### config.mk
export PLATFORM = sky130hd
export DESIGN_NAME = rtlh_mul
export DESIGN_NICKNAME = d
export VERILOG_FILES = /design/src/rtl/core/rtlh_pkg.sv /design/src/rtl/core/rtlh_mul.sv
export SDC_FILE = /design/constraint.sdc
export NUM_CORES = 2
export LEC_CHECK = 0
export BUFFER_PORTS_ARGS = -buffer_cell sky130_fd_sc_hd__buf_2
export CELL_PAD_IN_SITES_DETAIL_PLACEMENT = 1
export CELL_PAD_IN_SITES_GLOBAL_PLACEMENT = 2
export CORE_MARGIN = 1.5
export CORE_UTILIZATION = 25
export CTS_BUF_LIST = sky130_fd_sc_hd__clkbuf_16
export DETAILED_ROUTE_END_ITERATION = 16
export PLACE_DENSITY = 0.58
export SETUP_SLACK_MARGIN = 0.3
export SLEW_MARGIN = 20
export SYNTH_ARGS = -nofsm -noshare
export SYNTH_HDL_FRONTEND = slang
export SYNTH_SLANG_ARGS = --single-unit
export TNS_END_PERCENT = 30
### constraint.sdc
create_clock -name clk -period 10.4 [get_ports clk]
set_clock_uncertainty 0.1 [all_clocks]
set_input_delay 1.04 -clock clk [delete_from_list [all_inputs] [get_ports clk]]
set_output_delay 1.04 -clock clk [all_outputs]
set_load 0.05 [all_outputs]
### src/rtl/core/rtlh_pkg.sv
// ----------------------------------------------------------------------------
// rtlh_pkg: shared types and helpers of the ray / triangle list hit unit
// Fixed point helpers, sequencer state, micro term encoding, register map.
// ----------------------------------------------------------------------------
`default_nettype none

package rtlh_pkg;

  localparam int unsigned VAL_W     = 32;
  localparam int unsigned PROD_W    = 64;
  localparam int unsigned ACC_W     = 66;
  localparam int unsigned DIST_W    = 31;
  localparam int unsigned CFG_IDX_W = 3;
  localparam int unsigned SQ_IN_W   = 64;
  localparam int unsigned SQ_OUT_W  = 32;

  typedef enum logic [CFG_IDX_W-1:0] {
    REG_ORIGIN_X    = 3'd0,
    REG_ORIGIN_Y    = 3'd1,
    REG_ORIGIN_Z    = 3'd2,
    REG_DIRECTION_X = 3'd3,
    REG_DIRECTION_Y = 3'd4,
    REG_DIRECTION_Z = 3'd5,
    REG_FIRST_HIT   = 3'd6
  } cfg_reg_t;

  typedef enum logic [14:0] {
    S_IDLE   = 15'b000000000000001,
    S_SUBA   = 15'b000000000000010,
    S_CROSS  = 15'b000000000000100,
    S_SQ     = 15'b000000000001000,
    S_SQRT   = 15'b000000000010000,
    S_UDIV   = 15'b000000000100000,
    S_DOTD   = 15'b000000001000000,
    S_DOTW   = 15'b000000010000000,
    S_CHECK  = 15'b000000100000000,
    S_TDIV   = 15'b000001000000000,
    S_PT     = 15'b000010000000000,
    S_ESUB   = 15'b000100000000000,
    S_EDOT   = 15'b001000000000000,
    S_ECHK   = 15'b010000000000000,
    S_FINISH = 15'b100000000000000
  } state_t;

  // operand sources of the shared multiplier
  typedef enum logic [2:0] {
    A_E1 = 3'd0,
    A_N  = 3'd1,
    A_D  = 3'd2,
    A_W  = 3'd3,
    A_T  = 3'd4
  } asel_t;

  typedef enum logic [1:0] {
    B_E2 = 2'd0,
    B_N  = 2'd1,
    B_U  = 2'd2,
    B_D  = 2'd3
  } bsel_t;

  typedef enum logic [2:0] {
    DST_N    = 3'd0,
    DST_S    = 3'd1,
    DST_VN   = 3'd2,
    DST_XPN  = 3'd3,
    DST_P    = 3'd4,
    DST_EDGE = 3'd5
  } dst_t;

  typedef struct packed {
    asel_t      a_sel;
    logic [1:0] a_c;
    bsel_t      b_sel;
    logic [1:0] b_c;
    logic       shift;
    logic       sub;
    logic       first;
    logic       last;
    logic       base_o;
    dst_t       dst;
    logic [1:0] dst_c;
  } term_t;

  function automatic logic signed [VAL_W-1:0] sat32(input logic signed [ACC_W-1:0] x);
    if (x > 66'sh0_7FFF_FFFF) begin
      return 32'sh7FFF_FFFF;
    end else if (x < -66'sh0_8000_0000) begin
      return 32'sh8000_0000;
    end else begin
      return $signed(x[VAL_W-1:0]);
    end
  endfunction

  function automatic logic signed [VAL_W-1:0] sub_sat(input logic signed [VAL_W-1:0] x,
                                                      input logic signed [VAL_W-1:0] y);
    logic signed [VAL_W:0] d;
    d = $signed({x[VAL_W-1], x}) - $signed({y[VAL_W-1], y});
    return sat32($signed({{(ACC_W-VAL_W-1){d[VAL_W]}}, d}));
  endfunction

  function automatic logic [VAL_W-1:0] mag32(input logic signed [VAL_W-1:0] x);
    return x[VAL_W-1] ? VAL_W'(-x) : VAL_W'(x);
  endfunction

  function automatic logic [1:0] next_c(input logic [1:0] c);
    return (c == 2'd2) ? 2'd0 : c + 2'd1;
  endfunction

endpackage

`default_nettype wire

### src/rtl/core/rtlh_mul.sv
// ----------------------------------------------------------------------------
// rtlh_mul: shared signed multiplier
// 32x32 signed product, optionally floor-shifted by the fraction width, registered.
// ----------------------------------------------------------------------------
`default_nettype none

module rtlh_mul #(
  parameter int FRAC_BITS = 16
) (
  input  logic                                   clk,
  input  logic signed [rtlh_pkg::VAL_W-1:0]      a,
  input  logic signed [rtlh_pkg::VAL_W-1:0]      b,
  input  logic                                   shift,
  output logic signed [rtlh_pkg::PROD_W-1:0]     p_r
);

  logic signed [rtlh_pkg::PROD_W-1:0] prod;

  assign prod = rtlh_pkg::PROD_W'(a) * rtlh_pkg::PROD_W'(b);

  // arithmetic shift gives floor for negative products
  always_ff @(posedge clk) begin
    p_r <= shift ? (prod >>> FRAC_BITS) : prod;
  end

endmodule

`default_nettype wire

# Yosys cells after proc, flatten, opt, wreduce, memory -nomap -nowiden
# Index checks and enable logic that the tools add are counted.
classes:
  multipliers: 1
  muxes: 1
ops:
  columns: ["op", "n"]
  rows:
  - ["multiplier 32 x 32 -> 64 bit", 1]
  - ["two-way mux 63 bit", 1]
totals:
  output_inout_bits: 64
  regBits: 64
  wordCells: 3

# Logic depth before layout (Yosys ltp)
logic_depth:
  ltp_word: 2
  mapped_depth: 29

# Worst setup path after synthesis
# OpenSTA, ideal clock, no wires.
synth_timing:
  path_kind: "input to register"
  start: "input b[2] (netlist bit)"
  end: "register p_r[48] (netlist bit)"
  required_ns: 10.172
  path_buffers: 3
  arrival_ns: 8.654
  setup_slack_ns: 1.518
  cell_stages: 27
  cell_sequence: "clkbuf_1 nand2_1 inv_1 fa_1 fa_1 fa_1 fa_1 inv_1 fa_1 inv_1 fa_1 inv_1 fa_1 inv_1 fa_1 ha_1 buf_6 a21o_1 a21o_1 a2111oi_2 o41ai_1 a2111oi_4 o221ai_2 and3_4 o21ai_2 buf_6 o31ai_2"
synth_between:
  elab_chain_len: 2
synth_rtl:
  columns: ["element", "line_no", "source"]
  rows:
  - ["from (decl)", "rtlh_mul.sv:12", "input logic signed [rtlh_pkg::VAL_W-1:0] b,"]
  - ["multiplier 32 x 32 -> 64 bit", "rtlh_mul.sv:19", "assign prod = rtlh_pkg::PROD_W'(a) * rtlh_pkg::PROD_W'(b);"]
  - ["two-way mux 63 bit", "rtlh_mul.sv:23", "p_r <= shift ? (prod >>> FRAC_BITS) : prod;"]
  - ["to (signal assigned)", "rtlh_mul.sv:23", null]
  - ["to (decl)", "rtlh_mul.sv:14", "output logic signed [rtlh_pkg::PROD_W-1:0] p_r"]
# No other way between the ends.

# Worst setup path in the final report
layout_timing:
  start: "input a[31] (netlist bit)"
  end: "register p_r[48] (netlist bit)"
layout_between:
  elab_chain_len: 2
layout_rtl:
  columns: ["element", "line_no", "source"]
  rows:
  - ["from (decl)", "rtlh_mul.sv:11", "input logic signed [rtlh_pkg::VAL_W-1:0] a,"]
  - ["multiplier 32 x 32 -> 64 bit", "rtlh_mul.sv:19", null]
  - ["two-way mux 63 bit", "rtlh_mul.sv:23", null]
# No other way between the ends.

==> reports/results.tsv <==
stage	metric	value	unit
global_routing	gr usage total	16.6	%
cells_and_area	final core utilization	27.3	%
critical_path	CP max FO	19	
global_routing	largest net degree at the start of global routing	39	
clocking	Post-CTS Setup Bufs	0	
cells_and_area	commonest non-fill, non-tap cell in the layout	fa_1	
detailed_routing	final WL	126	mm
hold_path	Hold Path Depth	3	
hold_path	Hold Path Class	in2reg	
cells_and_area	Area growth syn-to-layout	8.19	%
timing	RSZ-0062 raised after global routing	false	
clocking	CTS tree	done	
global_routing	grt total ovfl	0	
timing	sum of negative setup slack	0	ps
placed_design	Post-DP HPWL	111	mm
timing	Worst-Margin Slew	949	ps
floorplanning	DIE AREA	0.156	mm²
floorplanning	die span in y	395	µm
timing	final hold slack	1200	ps
cells_and_area	Biggest register	p_r	
global_routing	first-pass GRT wire length	196	mm
synth	Main synth FF type	dfxtp_1	
synth	Yosys warnings	0	
clocking	CTS Buf Count	9	
critical_path	Critical Path AT	9310	ps
placed_design	PortBufs	129	
floorplanning	IO Count	130	
clocking	H-tree depth	3	
detailed_routing	via density per instance	4.34	
cells_and_area	commonest cells after routing, fill and taps aside	fa_1 (1082), inv_1 (940), nand2_1 (548)	
synth	Synth Register Bits	64	
floorplanning	Core Box Area	0.152	mm²
placed_design	gpl congestion	0.803	
outcome	status	complete, no violations	
timing	Tcrit/Tclk final	88.6	%
clocking	clock net sink count	64	
synth	Netlist Area Pre-Place	0.0384	mm²
job	number of max-cap violations	0	
timing	Final Hold Viols	0	
detailed_routing	DRT antenna net count	0	
clocking	clock buffer depth	2	
synth	Distinct cells, synth	86	
timing	Max-slew headroom	36.7	%
timing	Final min period	9220	ps
floorplanning	Initial Util	25.2	%
timing	f_max	0.108	GHz
clocking	CTS root buffer	clkbuf_16	
detailed_routing	initial DRC count	899	
critical_path	Worst setup SP type	input pin	
detailed_routing	routed length per placed instance	20.8	µm
floorplanning	Core Rows	143	
timing	Final Setup Violations	0	
critical_path	critical path type	in2reg	
critical_path	crit path capture type	flip-flop	
global_routing	vias in the first global route	31100	
clocking	CTS resizes	0	
detailed_routing	number of remaining DRC errors	0	
synth	number of flops mapped to enable cells by yosys	0	
cells_and_area	max reg flops	64	
clocking	Reg clk slew, reported paths	50	ps
synth	Syn Inst Count	4046	
cells_and_area	Largest regs	p_r x64	
cells_and_area	layout net count	5369	
critical_path	Worst Path Required	10490	ps
cells_and_area	layout cells sized above 1	6.56	%
clocking	Hold Buf Count CTS	0	
floorplanning	Die W	395	µm
synth	async set-reset flop share out of synthesis	0	%
synth	Post-Syn Area per Cell	9.50	µm²
synth	share of the yosys chip area belonging to registers	3.33	%
detailed_routing	Initial DRT Pass Iterations	7	
global_routing	initial antenna violation count	20	
synth	Syn Nets	5378	
detailed_routing	via count	26400	
timing	Final Slew Violations	0	
[stage by stage]
step	std cells	worst slack, ps	cell area [µm²]
2_1_floorplan	4046	1520	38400
3_3_place_gp	6056	961	41300
3_5_place_dp	6056	810	41300
4_1_cts	6072	1140	41600
5_1_grt	6073	745	41600
6_report	6075	1180	41600
[worst paths after layout]
check	startpoint	to	slack, ps
min	shift	p_r[53]	1200
max	a[31]	p_r[48]	1180
[worst max-delay path, cell delays in order]
cell and delay (ps):
buf_2 290, buf_4 300, nand2_1 170, fa_1 720, inv_1 140, fa_1 690
fa_1 550, inv_1 50, fa_1 530, inv_1 50, fa_1 450, fa_1 490
inv_1 50, fa_1 470, inv_1 50, fa_1 450, ha_1 410, a21o_1 200
a21o_1 200, a2111oi_2 370, o41ai_1 220, a2111oi_4 320, o221ai_2 170, and3_4 210
o21ai_2 330, buf_4 260, o31ai_2 90
[logic make-up (layout without fill, tap and decap cells)]
logic type	after synthesis	count (layout)	share of synthesized area (%)
AO/OA/AOI/OAI	262	262	4.86
XOR/XNOR	66	66	1.50
adder cells (fa/ha/maj)	1266	1266	62.4
buffers and inverters	1167	1163	11.7
flip-flops	64	64	3.33
multiplexers	26	26	0.690
other	0	3	0
AND/OR/NAND/NOR	1195	1195	15.5
[metal layers]
layer,part of all wire (%),track usage [%]
met4,2.1,3.06
met5,0.047,0
met1,43,21.1
met3,1.8,1.10
met2,53,30.8
[cells in the mapped netlist, drive strengths merged (14+ instances only)]
cell,instances,share of area [%]
xor2,27,0.62
nand3,17,0.26
mux2i,22,0.57
xnor2,39,0.89
clkbuf,205,2.0
nand2,549,5.4
ha,184,6.0
inv,942,9.2
o21ai,66,0.95
and2,512,8.3
a21oi,68,0.93
nand4,14,0.24
a21o,35,0.69
fa,1082,56
buf,18,0.37
nor2,57,0.56
dfxtp,64,3.3
[layout make-up]
type | instances | area, µm²
sequential | 64 | 1280
tap | 2030 | 2540
antenna | 3 | 7.51
clock inverter | 7 | 72.6
multi-input combinational | 2815 | 32600
timing repair buffer | 205 | 1270
clock buffer | 9 | 225
inverter | 942 | 3540
fill | 17700 | 111000
Power is left out: the tool's default activity adds up to more than one toggle a clock period on the data nets, which glitch-free logic cannot reach.
