File: config.mk
export PLATFORM = sky130hd
export DESIGN_NAME = rtlh_div
export DESIGN_NICKNAME = d
export VERILOG_FILES = /design/src/rtl/core/rtlh_div.sv
export SDC_FILE = /design/constraint.sdc
export NUM_CORES = 1
export LEC_CHECK = 0
export BUFFER_PORTS_ARGS = -buffer_cell sky130_fd_sc_hd__buf_2
export CAP_MARGIN = 20
export CORE_AREA = 5 5 104 145
export DETAILED_ROUTE_END_ITERATION = 8
export DIE_AREA = 0 0 109 150
export PLACE_DENSITY = 0.75
export SLEW_MARGIN = 40
export SYNTH_ARGS = -nofsm -noshare
export SYNTH_HDL_FRONTEND = slang
export SYNTH_SLANG_ARGS = --single-unit
File: constraint.sdc
create_clock -name clk -period 2.8 [get_ports clk]
set_input_delay 0.84 -clock clk [delete_from_list [all_inputs] [get_ports clk]]
set_output_delay 0.84 -clock clk [all_outputs]
set_load 0.05 [all_outputs]
File: src/rtl/core/rtlh_div.sv
// ----------------------------------------------------------------------------
// rtlh_div: iterative unsigned divider
// Restoring division, one quotient bit per cycle, done pulse after NUM_W steps.
// ----------------------------------------------------------------------------
`default_nettype none

module rtlh_div #(
  parameter int NUM_W = 48,
  parameter int DEN_W = 32
) (
  input  logic             clk,
  input  logic             rst_n,
  input  logic             start,
  input  logic [NUM_W-1:0] num,
  input  logic [DEN_W-1:0] den,
  output logic             done_r,
  output logic [NUM_W-1:0] quo
);

  localparam int CNT_W = $clog2(NUM_W);

  logic [NUM_W-1:0] num_r;
  logic [DEN_W-1:0] rem_r;
  logic [DEN_W-1:0] den_r;
  logic [CNT_W-1:0] cnt_r;
  logic             busy_r;
  logic [DEN_W:0]   trial;
  logic             ge;

  assign trial = {rem_r, num_r[NUM_W-1]};
  assign ge    = trial >= {1'b0, den_r};
  assign quo   = num_r;

  always_ff @(posedge clk) begin
    if (!rst_n) begin
      busy_r <= 1'b0;
      done_r <= 1'b0;
      cnt_r  <= '0;
    end else begin
      done_r <= 1'b0;
      if (start) begin
        busy_r <= 1'b1;
        cnt_r  <= '0;
      end else if (busy_r) begin
        cnt_r <= cnt_r + CNT_W'(1);
        if (cnt_r == CNT_W'(NUM_W - 1)) begin
          busy_r <= 1'b0;
          done_r <= 1'b1;
        end
      end
    end
  end

  // quotient bits shift in behind the numerator
  always_ff @(posedge clk) begin
    if (start) begin
      num_r <= num;
      den_r <= den;
      rem_r <= '0;
    end else if (busy_r) begin
      num_r <= {num_r[NUM_W-2:0], ge};
      rem_r <= ge ? DEN_W'(trial - {1'b0, den_r}) : trial[DEN_W-1:0];
    end
  end

endmodule

`default_nettype wire

======== Word-level counts from Yosys, hierarchy flattened ========
Cells that the tools add are included.
word-level totals
  flip-flop bits (word level) ............. 120
  bits of input ports ..................... 83
  word-level logic and storage cells ...... 22
operators by class
  add/sub/neg operators ................... 2
  $lt $le $gt $ge ......................... 1
  eq/ne operators ......................... 1
  multiplexer cells ....................... 7
  bitwise logic cells ..................... 2
  reduce and logical (&&, ||, !) cells .... 3
operators with widths
  cell                                                            number
  48-bit two-way mux                                              2
  33-bit by 32-bit >= comparator with 1-bit output                1
  32-bit two-way mux                                              1
  32-bit subtractor                                               1
  6-bit by 1-bit adder with 6-bit output (second input constant)  1
  6-bit equality test (second input constant)                     1
  1-bit two-way mux                                               4
  3-bit OR reduction                                              1
  1-bit NOT                                                       2
  2-bit nonzero test                                              1
  2-bit OR reduction                                              1

======== Longest topological paths before layout ========
Gate-level depths: netlist of the first run.
  depth after elaboration ................. 4
  depth in mapped cells ................... 14
  gate-level depth less buffers ........... 12

======== Least setup slack after synthesis of the first run ========
No wires, ideal clock.
  path kind ............................... register to register
  start point ............................. reg num_r[47] (netlist: quo[47])
  end point ............................... reg rem_r[24]
  arrival time ............................ 2786 ps
  data required time ...................... 2709 ps
  slack ................................... -77 ps
  stages on the path, launching flop included .. 12
  buffers on the path ..................... 0
  period minus slack after synthesis ...... 2877 ps
  cell sequence ........................... edfxtp_1 inv_1 ha_1 fa_1 nor2b_1 o2111ai_1 nand2_1 a21boi_1 o211ai_1 o21ai_0 or3_1 a311oi_1
between the ends
  word-level cells in the longest chain between the ends .. 2
  elaborated cells between the ends (all ways) .. 3
  classes of those cells .................. add/sub: 1; order compare: 1; mux: 1
RTL lines
  item                                                                                   line    RTL
  start: declaration                                                                     22      logic [NUM_W-1:0] num_r;
  start signal: assignment                                                               57      num_r <= num;
  start signal: assignment                                                               61      num_r <= {num_r[NUM_W-2:0], ge};
  32-bit subtractor or 33-bit by 32-bit >= comparator with 1-bit output (tied branches)  62, 31
  32-bit two-way mux *                                                                   62      rem_r <= ge ? DEN_W'(trial - {1'b0, den_r}) : trial[DEN_W-1:0];
  end signal: assignment                                                                 62
  end: declaration                                                                       23      logic [DEN_W-1:0] rem_r;
Every way passes the cells marked *; elsewhere a longest branch is shown, timed or not.
A chain may end at the register's enable or synchronous reset.

======== Worst setup path after layout of the first run ========
  start point ............................. reg rem_r[22]
  end point ............................... reg rem_r[15]
between the ends
  word-level cells in the longest chain between the ends .. 2
RTL lines
  item                                              line  RTL
  33-bit by 32-bit >= comparator with 1-bit output  31    assign ge = trial >= {1'b0, den_r};
  32-bit two-way mux                                62
No other way between the ends.

==> flow_results.org, run 1 <==
** Route
- The routed design has 17.73 mm of wire.
- Number of iterations in the first detailed-routing pass :: 5
- Drt first-iter violations :: 315
- Total via count in the routed design :: 5622
- The count of nets left with antenna violations once routing finished came out at 0.
- Post-route DRC :: 0
- In the final routed layout, each cell accounts on average for 17.50 um.
- Vias per inst :: 5.550

** Worst setup path
- Critical path data arrival time :: 3.19 ns
- For the worst setup path, the data required time is 3.13 ns.
- Among the stages of the critical path, the cell type that occurs most often is a21o_1.
- STA classifies the critical path endpoint as a flip-flop.
- The critical path in this run is classified as reg2reg.
- STA classifies the critical path startpoint as a flip-flop.
- The slowest stage of the critical path belongs to the cell dfxtp_1.
- On the worst path, the slowest cell contributes a delay of 0.42 ns.
- The signal on the critical path passes through ha_4 > a21o_1 > a21o_1 > a41o_1 > o311a_1 > a21oi_2 > o21ai_2 > o32a_4 > buf_4 > mux2i_1 > a211oi_1.
- Top fanout value on the critical path :: 6

** Finish
- Core Util, Final :: 65.41%
- Most common library cell in the layout ignoring fill and taps :: buf_2
- The final layout contains 933 nets.
- Commonest cells after routing, fill and taps aside :: buf_2 (130), edfxtp_1 (80), buf_4 (69)
- Fillcell total :: 1086
- Post-synthesis to final-layout area growth :: 34.36%
- Multi-input gate area in the final layout :: 0.003492 mm^2
- Combined flip-flop and latch cell area :: 0.003204 mm^2
- The repair_antennas step left the layout with diodes totalling 0.
- Of the cells placed in the final design, the portion with a size suffix greater than 1 is 42.03%.

** STA
- For the pin with the worst max-slew slack, the measured transition is 0.6622 ns.
- Setup repair after global routing could not meet its margin everywhere.
- Total setup violations reported at the end of the flow :: 16
- Worst slack on hold paths :: 0.5061 ns
- Worst setup slack after layout :: -0.05251 ns
- Headroom to the max-slew limit :: 55.85%
- Subtracting the final worst setup slack from the clock period gives 2.853 ns.
- Number of hold violations in the final report :: 0
- Setup Skew :: 0.01264 ns
- Of the available clock period, the critical path in the final layout requires 101.9%.
- Maximum clock frequency :: 350.6 MHz
- The max-slew violation total from the final report came to 0.

** Clocking
- The tree is rooted in a clkbuf_16.
- Number of levels in the clock H-tree :: 4
- TritonCTS built the clock tree.
- Clk_lat worst skew :: 0.42 ns
- The longest clock path from root to sink contains 2 buffers.
- Clock-pin slew was measured on the worst setup and hold paths at 0.06 ns.
- CTS Sinks :: 120
- Counting the buffers created by CTS gives 17.

** Floorplanning
- The die covers 0.01635 mm^2.
- Placement row count :: 51
- The die is 150 um tall.
- Core Region :: 0.01372 mm^2
- Initial core utilization :: 48.68%
- During I/O placement, the number of pins put on the boundary was 132.
- In this run the horizontal extent of the chip is 109 um.

** Job
- Number of max-cap violations :: 0

** Synthesis
- Post-synthesis async set-or-reset flop share :: 0%
- Post-synthesis instance area :: 0.006679 mm^2
- In the synthesized netlist, the number of instances is 621.
- In the synthesized netlist the dominant register cell turns out to be edfxtp_1.
- Count of flip-flops with a built-in enable after synthesis :: 80
- Synthesis instantiated 70 different standard cells from the library.
- Synth Warn # :: 0
- After synthesis the netlist holds a flip-flop and latch count of 120.
- The share of the Yosys chip area taken by registers is 47.96%.
- Each instance of the synthesized netlist takes up on average 10.76 um^2.
- Syn Nets :: 738

** Global route
- Wire length of the first global-routing pass :: 28.48 mm
- Entering global routing, the biggest net connects 71 pins.
- Via count of the first global-routing pass :: 5938
- The initial antenna violation count was 0.
- Global routing consumed, over all layers together, 22.18% of the routing resources.
- Global routing finished with a remaining overflow of 0.

** Placement
- Detailed placement finished with a half-perimeter wire length of 12.65 mm.
- The congestion estimate from routability-driven global placement came to 0.9307.
- Number of buffers inserted by port buffering :: 131

** Pwr
- Summed over all cells, the static leakage comes to 0.003803 uW.
- IR Drop Worst-Case VDD :: 535.1 uV
- Power per standard cell area :: 699.5 mW/mm^2

** Status
- The flow ran to the end, but the final reports show violations.
- Failing checks :: setup timing

** Min path
- Type of the worst min-delay path :: reg2reg
==> cell type report <==
cell class                 instances  share of cell area [%]
clock buffer                      17                   4.741
multi-input combinational        432                   38.92
clock inverter                    14                   2.203
sequential                       120                   35.71
timing repair buffer             207                   14.26
tap                              185                   2.579
inverter                          38                   1.590
==> metrics by stage <==
stage | total power [uW] | instance area [um^2] | worst slack [ns] | cells | TNS [ns]
floorplan | 3301 | 6685 | 0.0007327 | 621 | 0
global placement | 3778 | 7969 | 0.01671 | 977 | 0
detailed placement | 3820 | 7969 | -0.06352 | 977 | -0.5020
CTS | 6194 | 8691 | -0.003883 | 1013 | -0.005666
global route | 6550 | 8974 | -0.1528 | 1013 | -2.651
finish | 6277 | 8974 | -0.05251 | 1013 | -0.2710
==> synth_stat cells (all sizes together) (2+ instances only) <==
library cell  instances  area, um^2
edfxtp               80        2402
nor2                 56       212.7
mux2                 48       540.5
nand2                43       161.4
dfxtp                40       800.8
a21oi                38       193.9
inv                  37       138.9
ha                   33       412.9
a211oi               26       195.2
o21ai                25       128.9
clkbuf               23       86.33
mux2i                22       220.2
xnor2                17       148.9
a21o                 11       82.58
xor2                 11       96.34
nor3                  9       55.05
a311oi                8       76.32
a31oi                 8       50.05
and3                  8       60.06
buf                   8       81.33
nand3                 7       35.03
nand4                 7       43.79
or3                   6       37.54
nor2b                 5       31.28
a31o                  4       35.04
and4                  4       35.03
and2                  3       21.27
a2111oi               2       17.52
a21boi                2       15.01
nand2b                2       12.51
nor4                  2       18.77
==> what timing repair did <==
action / 4_1_cts / 5_1_grt
endpoints found under the setup margin: 25 / 33
resized for setup: 9 / 51
endpoints found under the hold margin: 0 / 0
hold buffers: 0 / 0
setup buffers: 5 / 1
pin swaps: 7 / 40
==> sequential cells by signal, indices dropped and copies added (netlist names) <==
name    flops
done_r      1
rem_r      32
cnt_r       6
quo        48
busy_r      1
den_r      32
==> power by group <==
part	switching, uW	internal [uW]	total (uW)
registers	110	2080	2190
clock network	817	1490	2310
logic	1020	764	1780
==> cells by family after synthesis <==
family / Yosys count / share of synthesized area, %
AND/OR/NAND/NOR: 159 / 11.71
AO/OA/AOI/OAI: 141 / 14.14
flip-flops: 120 / 47.96
multiplexers: 70 / 11.39
buffers and inverters: 69 / 4.646
adder cells (fa/ha/maj): 34 / 6.482
XOR/XNOR: 28 / 3.672
==> critical path, delay by kind of cell, from the launching register on <==
| family | cells | cell delay [ns] |
|---|---|---|
| AOI/OAI and AO/OA | 8 | 1.77 |
| DFF | 1 | 0.42 |
| adders and majority gates | 1 | 0.25 |
| buffers and inverters | 1 | 0.19 |
| muxes | 1 | 0.14 |
==> final timing paths <==
kind,end,slack (ns),cells past startpoint,startpoint
worst max-delay path,rem_r[15],-0.05,11,rem_r[22]
worst min-delay path,rem_r[4],0.51,2,rem_r[4]
worst max register to register,rem_r[15],-0.05,11,rem_r[22]
worst min register to register,rem_r[4],0.51,2,rem_r[4]
==> layer usage <==
layer	share of wire (%)	vias up	routed length [um]	GRT usage, %
met3	7.0	45	1243	6.560
li1	-	2698	-	-
met1	38	2657	6740	24.45
met4	3.1	0	541	9.855
met5	0	-	0	0
met2	52	222	9202	38.90
(Power assumes the default switching activity.)
==> run 2, diff against run 1 <==
--- a/config.mk
+++ b/config.mk
@@ -7,9 +7,9 @@
 export LEC_CHECK = 0
 export BUFFER_PORTS_ARGS = -buffer_cell sky130_fd_sc_hd__buf_2
 export CAP_MARGIN = 20
-export CORE_AREA = 5 5 104 145
+export CORE_AREA = 5 5 110 138
 export DETAILED_ROUTE_END_ITERATION = 8
-export DIE_AREA = 0 0 109 150
+export DIE_AREA = 0 0 115 143
 export PLACE_DENSITY = 0.75
 export SLEW_MARGIN = 40
 export SYNTH_ARGS = -nofsm -noshare
==> run 2 against run 1 <==
Net effect:
- critical path type unchanged
- combinational power is 8% higher
- hold slack barely moved
- global-route usage rose by 0.65 points
- largest cell class unchanged
- first-iteration DRC count rose by 27%
- the flow still finishes with violations (setup timing)
- sequential share of layout area decreased by 1.0 points
==> flow_results.org, run 2 (synthesis results as in run 1) <==
** Min path
- The startpoint identified for the worst hold timing path is rem_r[24].
- In this run the worst hold path is classified as reg2reg.

** Route
- After detailed routing, the number of vias per cell comes to 5.663.
- Met2 WL :: 9.430 mm
- Total via count in the routed design :: 5788
- Drt first-iter violations :: 401
- In this run the remaining antenna-violating nets after routing total 0.
- The routed design uses 1.463 mm of met3 wire.
- In the routed design, unresolved DRC markers number 0.
- Number of iterations in the first detailed-routing pass :: 7
- Final Routed Wirelength :: 18.61 mm
- Routed wire length per instance :: 18.21 um
- For this block, wires on met1 add up to 7.076 mm.
- Top routing layer in use :: met4

** Worst setup path
- Required time at the worst-slack endpoint :: 3.09 ns
- Top fanout value on the critical path :: 7
- Capturing element type of the critical path :: flip-flop
- Crit path launch :: den_r[23]
- Crit path launch type :: flip-flop
- Critical register-to-register path startpoint :: den_r[23]
- Class of the most critical setup path :: reg2reg
- Critical path data arrival time :: 3.13 ns

** Clocking
- The tree built by TritonCTS fans out to 120 sinks.
- No sink is reached through more buffers than the 2 on the longest clock path.
- CTS Root Buffer Type :: clkbuf_16
- Clock latency on the worst-skew pair, taken at its later pin, is 0.42 ns.
- The clock tree synthesis step divided the H-tree into 4 levels.
- After clock tree synthesis, the clock-pin slew on the worst setup and hold paths is 0.06 ns.
- TritonCTS clock tree :: done
- Counting the buffers created by CTS gives 17.

** Finish
- After filler insertion, the fill cell instance count of the layout stands at 960.
- In the final layout, the share of cells above drive strength 1 is 45.45%.
- Once layout is done, the placed cells without fillers occupy 0.009241 mm^2.
- After the last flow step, the layout net total stands at 951.
- Commonest cells after routing, fill and taps aside :: buf_2 (130), buf_4 (83), edfxtp_1 (80)
- Post-synthesis to final-layout area growth :: 38.37%
- Largest register FFs :: 48
- The library cell used most frequently in the layout, excluding fill and tap cells, is buf_2.
- 0 antenna diodes ended up in the layout.

** Pwr
- Portion of total power attributed to combinational logic :: 29.7%
- Share of total power in the clock network :: 36.4%
- The internal power of the cells totals 4411 uW.
- Total power for the finished layout comes to 6451 uW.
- Of the total power, the share spent switching nets is 31.63%.
- Summed over all cells, the static leakage comes to 0.003920 uW.
- IR Drop Worst-Case VDD :: 536.4 uV
- Sequential Power Share :: 33.9%
- Dividing total power by cell area gives a power density of 698.1 mW/mm^2.
- For this design the total switching power over the nets is 2041 uW.

** Global route
- Wire length of the first global-routing pass :: 29.66 mm
- Remaining Overflow, GRT :: 0
- Initial antenna violation count :: 0
- Total routing resource utilization after global routing :: 22.83%
- Via count of the first global-routing pass :: 6110
- Pin count of the biggest net entering global routing :: 49

** STA
- Based on the critical path, the design can be clocked at up to 352.0 MHz.
- For the pin with the worst max-slew slack, the measured transition is 0.5878 ns.
- Number of hold violations in the final report :: 0
- Across all setup checks in the final design, the least slack found is -0.04130 ns.
- Final Cycle Share :: 101.5%
- The max-slew violation total from the final report was 0.
- Setup violations remaining at the end of the flow were counted as 4.
- Headroom to the max-slew limit :: 60.81%
- Unrepaired setup endpoints after global routing :: yes
- Worst slack on hold paths :: 0.5056 ns
- Setup Skew :: 0.004696 ns
- Setup total negative slack on the finished layout was measured at -0.07024 ns.
- Clock period minus worst slack :: 2.841 ns

** Placement
- Number of buffers inserted by port buffering :: 131
- Setup slack at placement :: -0.1386 ns
- Half-perimeter wire length after detailed placement :: 12.80 mm
- Total cell area at the placement stage :: 0.007994 mm^2
- Final weighted congestion in routability-driven placement :: 0.9433

** Floorplanning
- Placement row count :: 48
- During I/O placement, the number of pins put on the boundary was 132.
- Horizontal die dimension :: 115 um
- The die covers 0.01645 mm^2.
- In this run the vertical extent of the chip is 143 um.
- Initial core utilization :: 48.78%
- The core region is 0.01369 mm^2.

** Status
- The run finished, with violations left.
- The checks that failed: setup timing.

** Job
- The tool flagged a number of max-cap violations equal to 0.
-- run 2: changes by cell type in the layout (fill, tap and decap cells not counted), sizes merged --
cell / delta
o32a: +1
buf: +16
clkinvlp: +1
clkbuf: +1
-- run 2: worst max-delay path, stage by stage, from the launching register on --
cell and delay (ns):
edfxtp_1 0.38, inv_2 0.08, ha_4 0.20, a21o_1 0.18, a21o_1 0.19, a41o_1 0.24, o311a_1 0.30, a21oi_2 0.18
o21ai_2 0.10, o32a_4 0.30, buf_4 0.17, buf_4 0.15, nand4_1 0.14, a21oi_1 0.09
-- run 2: layout make-up --
type                       instances  area, um^2  area share, %
clock buffer                      17       425.4          4.603
clock inverter                    15       200.2          2.166
inverter                          38       142.6          1.543
multi-input combinational        433        3621          39.18
sequential                       120        3204          34.67
tap                              175       219.0          2.369
timing repair buffer             224        1429          15.46
-- run 2: power groups by stage --
stage          clock [uW]  sequential, uW  combinational (uW)
2_1_floorplan           0            2450                 850
3_3_place_gp            0            2200                1590
3_5_place_dp            0            2210                1640
4_1_cts              2360            2180                1770
5_1_grt              2460            2210                2060
6_report             2350            2190                1920
-- run 2: final timing paths --
path	to	depth (start not counted)	slack, ns
setup / recovery	rem_r[28]	13	-0.04
hold reg to reg	rem_r[24]	2	0.51
hold / removal	rem_r[24]	2	0.51
setup reg to reg	rem_r[28]	13	-0.04
-- run 2: what timing repair did --
action,CTS,global route
gates cloned,1,1
pin swaps,20,39
gates resized for setup,34,52
setup buffers,14,3
hold buffers,0,0
setup endpoints to repair,32,33
-- run 2: through the flow --
stage	instances	utilization (%)
2_1_floorplan	621	-
3_3_place_gp	972	58.38
3_5_place_dp	972	58.38
4_1_cts	1019	65.52
5_1_grt	1022	67.49
6_report	1022	67.49
-- run 2: per-layer routing --
metal / vias up / global-route usage (%)
li1: 2735 / -
met1: 2733 / 25.86
met2: 262 / 39.76
met3: 58 / 7.206
met4: 0 / 9.023
met5: - / 0
==> run 3, diff against run 2 <==
==> config.mk (replaced) <==
export PLATFORM = sky130hd
export DESIGN_NAME = rtlh_div
export DESIGN_NICKNAME = d
export VERILOG_FILES = /design/src/rtl/core/rtlh_div.sv
export SDC_FILE = /design/constraint.sdc
export NUM_CORES = 1
export LEC_CHECK = 0
export CAP_MARGIN = 20
export CORE_AREA = 5 5 102 128
export DETAILED_ROUTE_END_ITERATION = 8
export DIE_AREA = 0 0 107 133
export DONT_BUFFER_PORTS = 1
export PLACE_DENSITY = 0.76
export SKIP_LAST_GASP = 1
export SLEW_MARGIN = 40
export SYNTH_ARGS = -nofsm -noshare
export SYNTH_HDL_FRONTEND = slang
export SYNTH_SLANG_ARGS = --single-unit
==> run 3 against run 2 <==
Net effect:
- the run still ends with setup timing left
- clock skew is 0.0044 ns higher
- clock power is 17% lower
- largest cell class unchanged
- utilization is 2.6 points higher
- wire length is 5.4% lower
- die area is 13% lower
- global-route usage is 0.91 points higher
- first-iteration DRC count is 19% lower
- final cell count is 18% lower
- non-clock buffer count is 144 lower
- via count is 8.1% lower
- final area is 10% lower
==> flow_results.org, run 3 (synthesis results as in run 1) <==
** Route
- Summed over all layers, the routed wires come to 17.59 mm.
- The first detailed-routing pass took 7 iterations.
- In the final routed layout, each cell accounts on average for 20.87 um.
- Vias per inst :: 6.313
- The detail route stage leaves a number of antenna-violating nets equal to 0.
- Drt first-iter violations :: 323
- Post-route DRC :: 0
- Detailed routing inserted a total of 5322 vias.

** Finish
- Most common library cell in the layout ignoring fill and taps :: edfxtp_1
- Commonest cells after routing, fill and taps aside :: edfxtp_1 (80), buf_4 (74), nor2_1 (54)
- Largest register FFs :: 48
- After the last flow step, the layout net total stands at 806.
- Post-synthesis to final-layout area growth :: 24.11%
- Of the cells placed in the final design, the portion with a size suffix greater than 1 is 33.19%.
- 0 antenna diodes ended up in the layout.
- Once layout is complete, the utilization of the core stands at 70.11%.
- Leaving out filler cells and counting taps, the final layout contains 843.

** Clocking
- CTS Sinks :: 120
- TritonCTS built the clock tree.
- Clock tree synthesis selected as its root buffer the cell clkbuf_16.
- Buffer depth of the longest clock path :: 2
- Number of levels in the clock H-tree :: 4
- The number of clock buffers added by TritonCTS is 17.
- For the worst-skew pair, the clock arrives at the later sink with an insertion delay of 0.41 ns.
- Clock-pin slew was measured on the worst setup and hold paths at 0.06 ns.

** Global route
- The number of global-route vias before repair came to 5316.
- The initial antenna violation count came to 0.
- Entering global routing, the biggest net connects 112 pins.
- The first global-routing pass estimated 26.60 mm of wire.
- Total routing resource utilization after global routing :: 23.74%
- After global routing the overflow that remains totals 0.

** Floorplanning
- Vertical extent of the die :: 133 um
- Core Region :: 0.01182 mm^2
- Io pins :: 132
- The die covers 0.01423 mm^2.
- Once the floorplan was initialized, standard cells occupied 56.49% of the core.
- Measured along the x axis, the die boundary spans 107 um.
- Placement row count :: 45

** Worst setup path
- Capturing element type of the critical path :: flip-flop
- The setup check on the worst reg-to-reg path leaves a slack of -0.05 ns.
- Counting stages on the worst path, the most repeated cell is a21o_1.
- Along the worst path, the maximum fanout reaches 7.
- The signal on the critical path passes through ha_4 > a21o_1 > a21o_1 > a41o_1 > o311a_1 > a21oi_2 > o21ai_2 > o32a_4 > clkbuf_16 > mux2i_1 > a211oi_1.
- Required time at the worst-slack endpoint :: 3.13 ns
- The slowest stage of the critical path is the dfxtp_1 cell.
- Class of the most critical setup path :: reg2reg
- For the worst flop-to-flop path, the logic depth is 11.
- Delay of the slowest critical-path stage :: 0.42 ns
- Critical path data arrival time :: 3.18 ns
- The worst setup path is launched from a flip-flop.

** STA
- Across all setup checks in the final design, the least slack found is -0.05295 ns.
- Setup Skew :: 0.009059 ns
- At the pin with the least slew margin, the transition time is 0.5897 ns.
- The final number of hold-violating endpoints is 0.
- Clock period minus worst slack :: 2.853 ns
- Total setup violations reported at the end of the flow :: 13
- Unrepaired setup endpoints after global routing :: yes
- Headroom to the max-slew limit :: 60.69%
- After layout, the worst path uses 101.9% of the clock period.
- The max-slew violation total from the final report is 0.
- Maximum clock frequency :: 350.5 MHz

** Min path
- The path class of the tightest hold or removal check is reg2reg.
- Hold-critical path depth :: 2

** Placement
- Port buffering added 0 buffers.
- Final weighted congestion in routability-driven placement :: 0.9652
- Setup slack at placement :: -0.07447 ns
- Cell total after placement :: 799
- Half-perimeter wire length after detailed placement :: 11.74 mm

** Pwr
- LEAKAGE :: 0.003260 uW
- In this run the power density over the cells is 707.9 mW/mm^2.
- VDD sags by at most 532.6 uV.

** Status
- The run finished, with violations left.
- The checks that failed: setup timing.

** Job
- Number of max-cap violations :: 0
run 3: timing repair:
item                                    4_1_cts  5_1_grt
gates resized for setup                       9       65
gates cloned                                  0        1
hold buffers                                  0        0
buffers inserted                              0       11
pin swaps                                     2       43
endpoints found under the setup margin       29       32
run 3: area by class of cell:
cell class,count,area [um^2]
multi-input combinational,432,3588
fill,782,3535
sequential,120,3204
timing repair buffer,80,645.6
clock buffer,17,425.4
tap,141,176.4
inverter,38,142.6
clock inverter,15,106.4
run 3: metrics by stage:
step / total power (uW) / hold WS (ns) / setup TNS [ns] / cell area, um^2
finish: 5868 / 0.5064 / -0.2661 / 8289
floorplan: 3301 / 0.4584 / 0 / 6685
global placement: 3639 / 0.4672 / 0 / 7221
CTS: 5670 / 0.4842 / -0.01214 / 7814
detailed placement: 3683 / 0.4914 / -0.6760 / 7221
global route: 6116 / 0.4922 / -2.379 / 8289
run 3: routing by layer:
| layer | vias to the layer above | track usage (%) | routed length [um] |
|---|---|---|---|
| met4 | 0 | 9.808 | 587 |
| met2 | 305 | 39.95 | 8837 |
| li1 | 2444 | - | - |
| met5 | - | 0 | 0 |
| met3 | 56 | 9.956 | 1835 |
| met1 | 2517 | 26.32 | 6333 |
run 3: final timing paths:
check | from | endpoint
min reg2reg | rem_r[6] | rem_r[6]
min | rem_r[6] | rem_r[6]
max | rem_r[22] | rem_r[15]
max reg2reg | rem_r[22] | rem_r[15]
run 3: report_power, final:
part | switching (uW) | total (uW) | internal (uW)
Sequential | 387 | 2470 | 2080
Combinational | 727 | 1450 | 726
Clock | 817 | 1940 | 1130
run 3: worst max-delay path: cells and delay by family, from the launching register on:
kind                       cells  cell delay (ns)
AOI/OAI and AO/OA              8             1.78
DFF                            1             0.42
adders and majority gates      1             0.25
buffers and inverters          1             0.20
muxes                          1             0.13
